--- config.mk ---
export PLATFORM = sky130hd
export DESIGN_NAME = uart_3x_oversample_transceiver_flat
export DESIGN_NICKNAME = d
export VERILOG_FILES = /design/src/uart3x_pkg.sv /design/src/uart3x_if.sv /design/src/uart3x_ram.sv /design/src/uart_3x_oversample_transceiver.sv /design/src/flat_wrapper.sv
export SDC_FILE = /design/constraint.sdc
export NUM_CORES = 1
export LEC_CHECK = 0
export BUFFER_PORTS_ARGS = -buffer_cell sky130_fd_sc_hd__buf_2
export CELL_PAD_IN_SITES_DETAIL_PLACEMENT = 2
export CELL_PAD_IN_SITES_GLOBAL_PLACEMENT = 2
export CORE_UTILIZATION = 52
export DETAILED_ROUTE_END_ITERATION = 8
export MAX_ROUTING_LAYER = met4
export PLACE_DENSITY_LB_ADDON = 0.3
export SYNTH_ARGS = -nofsm -noshare
export SYNTH_HDL_FRONTEND = slang
export SYNTH_HIERARCHICAL = 1
export SYNTH_SLANG_ARGS = --single-unit
--- constraint.sdc ---
create_clock -name clk -period 6.83 [get_ports clk]
set_input_delay 0.3415 -clock clk [delete_from_list [all_inputs] [get_ports clk]]
set_output_delay 0.3415 -clock clk [all_outputs]
set_load 0.01 [all_outputs]
--- src/uart3x_pkg.sv ---
`timescale 1ns / 1ps

package uart3x_pkg;

    typedef logic [1:0] cmd_t;

    localparam cmd_t CMD_TICK = 2'd0;
    localparam cmd_t CMD_SEND = 2'd1;
    localparam cmd_t CMD_POP  = 2'd2;

    localparam logic [1:0] PH_IDLE = 2'd0;
    localparam logic [1:0] PH_DATA = 2'd1;
    localparam logic [1:0] PH_STOP = 2'd2;

    localparam logic [9:0] STOP_MARK     = 10'h200;
    localparam logic [3:0] FRAME_BITS    = 4'd10;
    localparam logic [3:0] DATA_BITS     = 4'd8;
    localparam logic [1:0] TX_TICKS_BIT  = 2'd3;
    localparam logic [2:0] RX_TICKS_BIT  = 3'd3;
    localparam logic [2:0] FIRST_SAMPLE  = 3'd4;

    typedef struct packed {
        logic       tx_line;
        logic       tx_busy;
        logic       send_accepted;
        logic       pop_valid;
        logic [7:0] pop_data;
        logic       rx_available;
    } rsp_t;

endpackage

--- src/uart3x_if.sv ---
`timescale 1ns / 1ps

interface uart3x_req_if import uart3x_pkg::*; ();
    logic       valid;
    logic       ready;
    cmd_t       cmd;
    logic       rx_level;
    logic [7:0] tx_data;

    modport source (output valid, cmd, rx_level, tx_data, input ready);
    modport sink (input valid, cmd, rx_level, tx_data, output ready);
endinterface

interface uart3x_rsp_if;
    logic       valid;
    logic       ready;
    logic       tx_line;
    logic       tx_busy;
    logic       send_accepted;
    logic       pop_valid;
    logic [7:0] pop_data;
    logic       rx_available;

    modport source (output valid, tx_line, tx_busy, send_accepted, pop_valid, pop_data,
                    rx_available, input ready);
    modport sink (input valid, tx_line, tx_busy, send_accepted, pop_valid, pop_data,
                  rx_available, output ready);
endinterface

--- src/uart3x_ram.sv ---
`timescale 1ns / 1ps

module uart3x_ram #(
    parameter int WIDTH = 8,
    parameter int DEPTH = 32,
    localparam int AW = (DEPTH > 1) ? $clog2(DEPTH) : 1
) (
    input  logic             clk,
    input  logic             we,
    input  logic [AW-1:0]    waddr,
    input  logic [WIDTH-1:0] wdata,
    input  logic             re,
    input  logic [AW-1:0]    raddr,
    output logic [WIDTH-1:0] rdata
);

    logic [WIDTH-1:0] mem [DEPTH];

    always_ff @(posedge clk)
    begin
        if (we)
        begin
            mem[waddr] <= wdata;
        end
        if (re)
        begin
            rdata <= mem[raddr];
        end
    end

endmodule

--- src/uart_3x_oversample_transceiver.sv ---
`timescale 1ns / 1ps
// Channel  Dir  Fields
// req      in   cmd[1:0], rx_level, tx_data[7:0]
// rsp      out  tx_line, tx_busy, send_accepted, pop_valid, pop_data[7:0], rx_available
//
// One item per cycle sustained while rsp is ready; each item passes the receive-buffer read, then the output register.
// The receive buffer is a BUF_DEPTH x 8 RAM with registered read; a pop reads it on accept.
// Reset clears all counters and pointers; buffer contents are unknown until written.
// A stalled rsp holds the output register; one more item is taken into the read stage.

module uart_3x_oversample_transceiver
    import uart3x_pkg::*;
#(
    parameter int BUF_DEPTH = 32
) (
    input logic           clk,
    input logic           rst_n,
    uart3x_req_if.sink    req,
    uart3x_rsp_if.source  rsp
);

    localparam int PW = $clog2(BUF_DEPTH);
    localparam logic [PW-1:0] PTR_LAST = PW'(BUF_DEPTH - 1);

    logic [9:0]    tx_frame_reg, tx_frame_next;
    logic [1:0]    tx_tick_reg, tx_tick_next;
    logic [3:0]    tx_bits_reg, tx_bits_next;
    logic          tx_active_reg, tx_active_next;
    logic          tx_level_reg, tx_level_next;
    logic [1:0]    rx_phase_reg, rx_phase_next;
    logic [2:0]    rx_tick_reg, rx_tick_next;
    logic [3:0]    rx_bits_reg, rx_bits_next;
    logic [7:0]    rx_shift_reg, rx_shift_next;
    logic [PW-1:0] wr_ptr_reg, wr_ptr_next;
    logic [PW-1:0] rd_ptr_reg, rd_ptr_next;

    logic          acc;
    logic          push;
    logic          pop;
    logic          accepted;
    logic [2:0]    rx_tick_dec;
    logic [1:0]    tx_tick_dec;

    logic          s1_valid_reg;
    rsp_t          s1_reg, s1_next;
    logic [7:0]    ram_rdata;
    logic          move;
    logic          o_valid_reg;
    rsp_t          o_reg;

    assign move      = !o_valid_reg || rsp.ready;
    assign req.ready = !s1_valid_reg || move;
    assign acc       = req.valid && req.ready;

    always_comb
    begin
        tx_frame_next = tx_frame_reg;
        tx_tick_next  = tx_tick_reg;
        tx_bits_next  = tx_bits_reg;
        tx_active_next = tx_active_reg;
        tx_level_next = tx_level_reg;
        rx_phase_next = rx_phase_reg;
        rx_tick_next  = rx_tick_reg;
        rx_bits_next  = rx_bits_reg;
        rx_shift_next = rx_shift_reg;
        wr_ptr_next   = wr_ptr_reg;
        rd_ptr_next   = rd_ptr_reg;
        push          = 1'b0;
        pop           = 1'b0;
        accepted      = 1'b0;
        tx_tick_dec   = tx_tick_reg - 2'd1;
        rx_tick_dec   = rx_tick_reg - 3'd1;

        if (acc)
        begin
            case (req.cmd)
                CMD_TICK:
                begin
                    if (tx_active_reg)
                    begin
                        tx_tick_next = tx_tick_dec;
                        if (tx_tick_dec == 2'd0)
                        begin
                            tx_level_next = tx_frame_reg[0];
                            tx_frame_next = {1'b0, tx_frame_reg[9:1]};
                            tx_tick_next  = TX_TICKS_BIT;
                            tx_bits_next  = tx_bits_reg - 4'd1;
                            if (tx_bits_reg == 4'd1)
                            begin
                                tx_active_next = 1'b0;
                            end
                        end
                    end
                    case (rx_phase_reg)
                        PH_STOP:
                        begin
                            rx_tick_next = rx_tick_dec;
                            if (rx_tick_dec == 3'd0)
                            begin
                                rx_phase_next = PH_IDLE;
                                push          = 1'b1;
                                wr_ptr_next   = (wr_ptr_reg == PTR_LAST) ? '0
                                                : wr_ptr_reg + PW'(1);
                            end
                        end
                        PH_DATA:
                        begin
                            rx_tick_next = rx_tick_dec;
                            if (rx_tick_dec == 3'd0)
                            begin
                                rx_tick_next = RX_TICKS_BIT;
                                if (req.rx_level)
                                begin
                                    rx_shift_next[3'(DATA_BITS - rx_bits_reg)] = 1'b1;
                                end
                                rx_bits_next = rx_bits_reg - 4'd1;
                                if (rx_bits_reg == 4'd1)
                                begin
                                    rx_phase_next = PH_STOP;
                                end
                            end
                        end
                        default:
                        begin
                            if (!req.rx_level && rx_phase_reg == PH_IDLE)
                            begin
                                rx_phase_next = PH_DATA;
                                rx_shift_next = 8'd0;
                                rx_tick_next  = FIRST_SAMPLE;
                                rx_bits_next  = DATA_BITS;
                            end
                        end
                    endcase
                end
                CMD_SEND:
                begin
                    if (!tx_active_reg)
                    begin
                        tx_tick_next   = TX_TICKS_BIT;
                        tx_bits_next   = FRAME_BITS;
                        tx_frame_next  = {1'b0, req.tx_data, 1'b0} | STOP_MARK;
                        tx_active_next = 1'b1;
                        accepted       = 1'b1;
                    end
                end
                CMD_POP:
                begin
                    if (wr_ptr_reg != rd_ptr_reg)
                    begin
                        pop         = 1'b1;
                        rd_ptr_next = (rd_ptr_reg == PTR_LAST) ? '0 : rd_ptr_reg + PW'(1);
                    end
                end
                default:
                begin
                end
            endcase
        end

        s1_next.tx_line       = tx_level_next;
        s1_next.tx_busy       = tx_active_next;
        s1_next.send_accepted = accepted;
        s1_next.pop_valid     = pop;
        s1_next.pop_data      = 8'd0;
        s1_next.rx_available  = (wr_ptr_next != rd_ptr_next);
    end

    uart3x_ram #(
        .WIDTH (8),
        .DEPTH (BUF_DEPTH)
    ) u_rx_store (
        .clk   (clk),
        .we    (push),
        .waddr (wr_ptr_reg),
        .wdata (rx_shift_reg),
        .re    (pop),
        .raddr (rd_ptr_reg),
        .rdata (ram_rdata)
    );

    always_ff @(posedge clk or negedge rst_n)
    begin
        if (!rst_n)
        begin
            tx_frame_reg  <= '0;
            tx_tick_reg   <= '0;
            tx_bits_reg   <= '0;
            tx_active_reg <= 1'b0;
            tx_level_reg  <= 1'b1;
            rx_phase_reg  <= PH_IDLE;
            rx_tick_reg   <= '0;
            rx_bits_reg   <= '0;
            rx_shift_reg  <= '0;
            wr_ptr_reg    <= '0;
            rd_ptr_reg    <= '0;
            s1_valid_reg  <= 1'b0;
            o_valid_reg   <= 1'b0;
        end
        else
        begin
            tx_frame_reg  <= tx_frame_next;
            tx_tick_reg   <= tx_tick_next;
            tx_bits_reg   <= tx_bits_next;
            tx_active_reg <= tx_active_next;
            tx_level_reg  <= tx_level_next;
            rx_phase_reg  <= rx_phase_next;
            rx_tick_reg   <= rx_tick_next;
            rx_bits_reg   <= rx_bits_next;
            rx_shift_reg  <= rx_shift_next;
            wr_ptr_reg    <= wr_ptr_next;
            rd_ptr_reg    <= rd_ptr_next;
            if (req.ready)
            begin
                s1_valid_reg <= req.valid;
            end
            if (move)
            begin
                o_valid_reg <= s1_valid_reg;
            end
        end
    end

    always_ff @(posedge clk)
    begin
        if (acc)
        begin
            s1_reg <= s1_next;
        end
        if (move && s1_valid_reg)
        begin
            o_reg <= {s1_reg.tx_line, s1_reg.tx_busy, s1_reg.send_accepted, s1_reg.pop_valid,
                      s1_reg.pop_valid ? ram_rdata : 8'd0, s1_reg.rx_available};
        end
    end

    assign rsp.valid         = o_valid_reg;
    assign rsp.tx_line       = o_reg.tx_line;
    assign rsp.tx_busy       = o_reg.tx_busy;
    assign rsp.send_accepted = o_reg.send_accepted;
    assign rsp.pop_valid     = o_reg.pop_valid;
    assign rsp.pop_data      = o_reg.pop_data;
    assign rsp.rx_available  = o_reg.rx_available;

    a_s1_hold: assert property (@(posedge clk) disable iff (!rst_n)
        s1_valid_reg && !move |=> s1_valid_reg)
        else $error("read stage item dropped under stall");

    a_tx_end_on_tick: assert property (@(posedge clk) disable iff (!rst_n)
        $fell(tx_active_reg) |-> $past(acc && req.cmd == CMD_TICK))
        else $error("transmitter stopped outside a tick");

    a_wr_on_tick: assert property (@(posedge clk) disable iff (!rst_n)
        !$stable(wr_ptr_reg) |-> $past(acc && req.cmd == CMD_TICK && rx_phase_reg == PH_STOP))
        else $error("write pointer moved without a receive push");

    a_rd_on_pop: assert property (@(posedge clk) disable iff (!rst_n)
        !$stable(rd_ptr_reg) |-> $past(acc && req.cmd == CMD_POP && wr_ptr_reg != rd_ptr_reg))
        else $error("read pointer moved without a valid pop");

    a_send_idle: assert property (@(posedge clk) disable iff (!rst_n)
        accepted |-> !tx_active_reg && tx_active_next)
        else $error("send taken while transmitter busy");

endmodule
--- src/flat_wrapper.sv ---
// flat-port wrapper written by rule: the top's interface ports become plain ports
module uart_3x_oversample_transceiver_flat import uart3x_pkg::*;
#(
    parameter int BUF_DEPTH = 32
)
  (clk, rst_n, req_valid, req_cmd, req_rx_level, req_tx_data, req_ready, rsp_valid, rsp_tx_line, rsp_tx_busy, rsp_send_accepted, rsp_pop_valid, rsp_pop_data, rsp_rx_available, rsp_ready);
  uart3x_req_if req_i ();
  uart3x_rsp_if rsp_i ();
  input logic clk;
  input logic rst_n;
  input wire logic [$bits(req_i.valid)-1:0] req_valid;
  input wire logic [$bits(req_i.cmd)-1:0] req_cmd;
  input wire logic [$bits(req_i.rx_level)-1:0] req_rx_level;
  input wire logic [$bits(req_i.tx_data)-1:0] req_tx_data;
  output wire logic [$bits(req_i.ready)-1:0] req_ready;
  output wire logic [$bits(rsp_i.valid)-1:0] rsp_valid;
  output wire logic [$bits(rsp_i.tx_line)-1:0] rsp_tx_line;
  output wire logic [$bits(rsp_i.tx_busy)-1:0] rsp_tx_busy;
  output wire logic [$bits(rsp_i.send_accepted)-1:0] rsp_send_accepted;
  output wire logic [$bits(rsp_i.pop_valid)-1:0] rsp_pop_valid;
  output wire logic [$bits(rsp_i.pop_data)-1:0] rsp_pop_data;
  output wire logic [$bits(rsp_i.rx_available)-1:0] rsp_rx_available;
  input wire logic [$bits(rsp_i.ready)-1:0] rsp_ready;
  assign req_i.valid = req_valid;
  assign req_i.cmd = req_cmd;
  assign req_i.rx_level = req_rx_level;
  assign req_i.tx_data = req_tx_data;
  assign req_ready = req_i.ready;
  assign rsp_valid = rsp_i.valid;
  assign rsp_tx_line = rsp_i.tx_line;
  assign rsp_tx_busy = rsp_i.tx_busy;
  assign rsp_send_accepted = rsp_i.send_accepted;
  assign rsp_pop_valid = rsp_i.pop_valid;
  assign rsp_pop_data = rsp_i.pop_data;
  assign rsp_rx_available = rsp_i.rx_available;
  assign rsp_i.ready = rsp_ready;
  uart_3x_oversample_transceiver #(.BUF_DEPTH(BUF_DEPTH)) u_core (.clk(clk), .rst_n(rst_n), .req(req_i), .rsp(rsp_i));
endmodule
; Word level (Yosys, flattened, before mapping)
; Memory sizes are Yosys's and may differ from the RTL's. A register that Yosys moved wholly into a read port is not among the register bits.
; Index checks and enable logic that the tools add are counted.
[word_totals]
out_inout_bits = 15
inputBits = 15
mem_count = 1
ram_bits = 256
register_bits = 65
wordCells = 132
[classes]
add_sub_neg = 7
magnitude_cmp = 2
reduce_logical = 22
bitwise = 2
n_eq_ne = 17
n_mux = 57
[memory_table]
columns = memory, depth, width, rd, rd_clocked_by_memory_dff, wr, line
row1 = u_core.u_rx_store.mem, 32, 8, 1, 1, 1, uart3x_ram.sv:17  ; logic [WIDTH-1:0] mem [DEPTH];
[ops]
columns = op, count
row1 = $mux 5, 9
row2 = $mux 10, 3
row3 = $mux 8, 3
row4 = $mux 4, 5
row5 = $pmux 10 s2, 1
row6 = $mux 1, 19
row7 = $pmux 4 s2, 2
row8 = $pmux 8 s2, 1
row9 = $mux 2, 7
row10 = $reduce_and 6->1, 2
row11 = $add 5x1->5 const B, 2
row12 = $eq 5x5->1 const B, 2
row13 = $ne 2x1->1 const B, 5
row14 = $ne 5x5->1, 2
row15 = $reduce_and 5->1, 2
row16 = $eq 4x1->1 const B, 2
row17 = $or 8x8->8, 1
row18 = $pmux 2 s2, 2
row19 = $sub 4x1->4 const B, 2
row20 = $logic_not 2->1, 3
row21 = $mux 3, 2
row22 = $pmux 3 s2, 1
row23 = $eq 2x1->1 const B, 2
row24 = $eq 2x2->1 const B, 2
row25 = 17 further kinds, 25

; Logic depth before layout (Yosys ltp)
[logic_depth]
depth_word = 9
mapped_depth = 9
depth_no_buf = 9

; Modules after synthesis
; Netlist, hierarchy kept.
[modules_own_cells]
columns = mod, n_inst, cells_per_inst, seq_area_each_um2, area_each_um2
row1 = uart3x_ram, 1, 417, 7927.6, 10133.5
row2 = uart_3x_oversample_transceiver, 1, 323, 1717.9, 3363.2

; Worst setup path after synthesis
; OpenSTA, ideal clock, no wires.
[synth_path]
kind = register to register
startpoint = register u_core.rx_tick_reg[0]
endpoint = memory u_core.u_rx_store.mem[0][0], enable pin
path_buffers = 1
t_required_ps = 6460
period_less_slack_ps = 2697
arrival_ps = 2326
path_stages_with_launch = 9
setup_time_ps = 370
path_slack_ps = 4133
path_cell_list = dfrtp_1 inv_1 ha_1 xnor2_2 nand4_4 nor2_1 or3b_2 clkbuf_1 nor2_1
[synth_via]
elab_chain_cells = 8
[synth_lines]
columns = item, line
row1 = from (decl), uart_3x_oversample_transceiver.sv:31  ; logic [2:0] rx_tick_reg, rx_tick_next;
row2 = from (signal assigned), uart_3x_oversample_transceiver.sv:207  ; rx_tick_reg <= rx_tick_next;
row3 = $sub 3x1->3, uart_3x_oversample_transceiver.sv:72  ; rx_tick_dec = rx_tick_reg - 3'd1;
row4 = $logic_not 3->1, uart_3x_oversample_transceiver.sv:98  ; if (rx_tick_dec == 3'd0)
row5 = $mux 1, uart_3x_oversample_transceiver.sv:98
row6 = $mux 1, uart_3x_oversample_transceiver.sv:94  ; case (rx_phase_reg)
row7 = $mux 1, uart_3x_oversample_transceiver.sv:76  ; case (req.cmd)
row8 = $mux 1, uart_3x_oversample_transceiver.sv:74  ; if (acc)
row9 = net u_core.push, uart_3x_oversample_transceiver.sv:38  ; logic push;
row10 = $mux 1, uart3x_ram.sv:21  ; if (we)
row11 = $mux 1 (not written as such), uart3x_ram.sv:23  ; mem[waddr] <= wdata;
row12 = to (decl), uart3x_ram.sv:17
; The timed path passes the listed nets, and every way through them passes these cells.

; Final worst setup path
[layout_path]
startpoint = register u_core.rx_tick_reg[0]
endpoint = memory u_core.u_rx_store.mem[1][7], enable pin
; The elaborated chain is that of the path after synthesis.

==> results.toml <==
[route]
first_iter_violations = 1149
drc = 0
drt-wirelength-per-cell_um = 42.9
vias_per_cell = 7.09
num_vias = 8070
first_pass_iters = 7
antenna_left = 0
postRouteWirelength_mm = 48.8

[worst_setup_path]
max_stage_delay_ns = 1.14
critPathLaunchType = "register"
critical_path.max_fanout = 8
reg2reg_depth = 7
critPathKind = "reg -> reg"
crit_top_cell = "nor2_1"
regToRegEndpoint = "u_core/u_rx_store/mem[1][7]"
worst_setup_path_end_kind = "register"
arrival_ns = 4.02
r2r_setup_slack_ns = 2.93
worst-endpoint-required_ns = 6.95
crit_slowest_cell = "nor2_1"
crit_chain = "inv_1 -> ha_1 -> xnor2_2 -> nand4_4 -> nor2_1 -> nand3b_1 -> nor2_1"
reg2reg_from = "u_core/rx_tick_reg[0]"

[global_routing]
grt_pass1_wl_mm = 68.3
first_global_vias = 8419
grt_usage_pct = 39.5
antenna_found_initial = 2
grt-ovfl-total = 0
grt_max_degree = 71

[sta]
finalHoldViolations = 0
skew_ns = 0.0267
max_slew_margin_pct = 5.46
hold_ws_ns = 0.0597
period_share_pct = 57.1
max_freq_ghz = 0.256
period_minus_slack_ns = 3.90
fin_setup_tns_ns = 0
worst-slew-pin-transition_ns = 1.42
maxSlewViolCount = 0
setup_viol = 0
grt_setup_unrepaired = "false"

[pwr]
power_density_nw_per_um2 = 431
p_leak_nw = 5.35
ir_drop_uv = 325

[cts]
cts-hold-fix-buffers = 0
clk-insertion-delay-late_ns = 0.53
clkTransAtPathRegs_ns = 0.07
h-tree-depth = 2
cts_root_buffer = "clkbuf_16"
cts_resized = 0
cts_setup_buffers = 0
cts_sinks = 329
cts_made_buffers = 36
cts_tree = "built"
clock_path_buffers = 3

[logic_synthesis]
syn_nets = 768
synth-main-ff-cell = "edfxtp_1"
ys_ff_latch = 329
synth-seq-area-share_pct = 71.5
synth_top_area_cell = "edfxtp_1"
postSynth.asyncResetShare_pct = 14.3
synthTopCellsByCount = "edfxtp_1, mux4_2, nor2_1"
synth-edff-count = 282
syn_area_um2 = 13500
yosys-top-cells-area = "edfxtp_1, mux4_2, dfrtp_1"
ys_warn_count = 6
synth_cell_types = 58
netlist_instances = 740
synth_top_area_share_pct = 62.7
yosysMostFrequentCell = "edfxtp_1"
synth.avg_cell_area_um2 = 18.2

[outcome]
outcome = "finished, final reports clean"

[die]
fp-row-count = 58
die_w_um = 163
die_h_um = 163
start_util_pct = 53.3
ioPinCount = 30
die-area_um2 = 26600
core_um2 = 25300

[run]
max_cap_viol_count = 0

[cells_and_area]
multi_input_area_um2 = 3640
nFillCells = 2041
fin_nets = 810
area_growth_pct = 12.3
largest_register_ffs = 256
seq_area_um2 = 9650
drive_above_1_share_pct = 24.5

[place]
port-buffer-count = 29
place.gp.congestion = 0.816
place_hpwl_mm = 26.9

[hold_path]
min_path_type = "in -> async"
[final cells by class]
| cell class | count | share of cell area, % |
|---|---|---|
| Clock inverter | 18 | 1.55 |
| Sequential cell | 329 | 63.7 |
| Inverter | 17 | 0.438 |
| Tap cell | 330 | 2.72 |
| Antenna cell | 1 | 0.0165 |
| Timing Repair Buffer | 32 | 1.11 |
| Clock buffer | 45 | 6.44 |
| Multi-Input combinational cell | 366 | 24.0 |
[cell usage in the layout, fill, tap and decap left out, types with 4 or more instances in the layout]
cell type / synthesis / layout
a21oi_1: 11 / 11
a31oi_1: 14 / 14
and2_1: 11 / 11
and3_1: 6 / 6
buf_2: 4 / 29
bufinv_16: 0 / 6
clkbuf_1: 10 / 6
clkbuf_16: 0 / 37
clkinv_1: 0 / 7
clkinv_2: 0 / 4
dfrtp_1: 46 / 41
dfrtp_2: 0 / 4
edfxtp_1: 282 / 282
ha_1: 13 / 13
inv_1: 15 / 15
mux2_2: 11 / 11
mux4_2: 80 / 80
nand2_1: 40 / 40
nand2b_1: 8 / 8
nand3_1: 11 / 11
nand3b_1: 8 / 8
nor2_1: 60 / 60
o21ai_0: 14 / 14
o22a_1: 5 / 5
or2_2: 5 / 5
or3_1: 5 / 5
xnor2_1: 5 / 5
xor2_1: 8 / 8
[logic make-up (layout without fill, tap and decap cells)]
| group | Yosys count | after routing | synth area share (%) |
|---|---|---|---|
| AO/OA/AOI/OAI | 65 | 65 | 3.26 |
| XOR/XNOR | 14 | 14 | 0.964 |
| adder cells (fa/ha/maj) | 13 | 13 | 1.21 |
| buffers and inverters | 45 | 112 | 1.56 |
| flip-flops | 329 | 329 | 71.5 |
| multiplexers | 95 | 95 | 14.6 |
| other | 0 | 1 | 0 |
| AND/OR/NAND/NOR | 179 | 179 | 6.94 |
[where the power goes]
part	internal [mW]	switching [mW]	leakage [nW]
logic	0.669	0.825	1.43
clock network	1.24	0.872	0.593
registers	2.49	0.443	3.32
total	4.40	2.14	5.35
[metrics by stage]
stage / setup slack [ns] / cell area, µm² / util [%] / cells / total power, mW
floorplan: 4.13 / 13500 / - / 740 / 3.73
global placement: 3.57 / 13900 / 55.0 / 1074 / 4.10
detailed placement: 3.22 / 13900 / 55.0 / 1074 / 4.32
CTS: 3.09 / 15100 / 59.8 / 1137 / 6.49
global route: 2.89 / 15200 / 59.8 / 1138 / 6.68
finish: 2.93 / 15200 / 59.8 / 1138 / 6.54
[routing by layer]
layer	wire [µm]	track usage, %	part of all wire, %	vias up
met5	0	-	0	-
met4	2300	16.5	4.7	0
met3	4170	6.60	8.5	140
met2	24200	63.2	50	591
met1	18200	50.5	37	4310
li1	-	-	-	3029
[critical path: cells and delay by family, from the launching register on]
kind / cells / cell delay (ns)
adder cells (fa/ha/maj): 1 / 0.26
buffers and inverters: 1 / 0.08
flip-flops: 1 / 0.43
XOR/XNOR: 1 / 0.40
AND/OR/NAND/NOR: 4 / 2.32
[how the worst max path moves through the flow]
stage                                     start                           to  cells after the start
final                     u_core/rx_tick_reg[0]  u_core/u_rx_store/mem[1][7]                      7
after global routing      u_core/rx_tick_reg[0]  u_core/u_rx_store/mem[1][7]                      7
after CTS                  u_core/rd_ptr_reg[0]             u_core/s1_reg[0]                      9
after detailed placement  u_core/rx_tick_reg[0]  u_core/u_rx_store/mem[0][3]                      7
after global placement     u_core/rd_ptr_reg[0]   u_core/u_rx_store/rdata[5]                      4
after floorplan           u_core/rx_tick_reg[0]  u_core/u_rx_store/mem[0][0]                      8
Power figures use the tool's default switching activity.
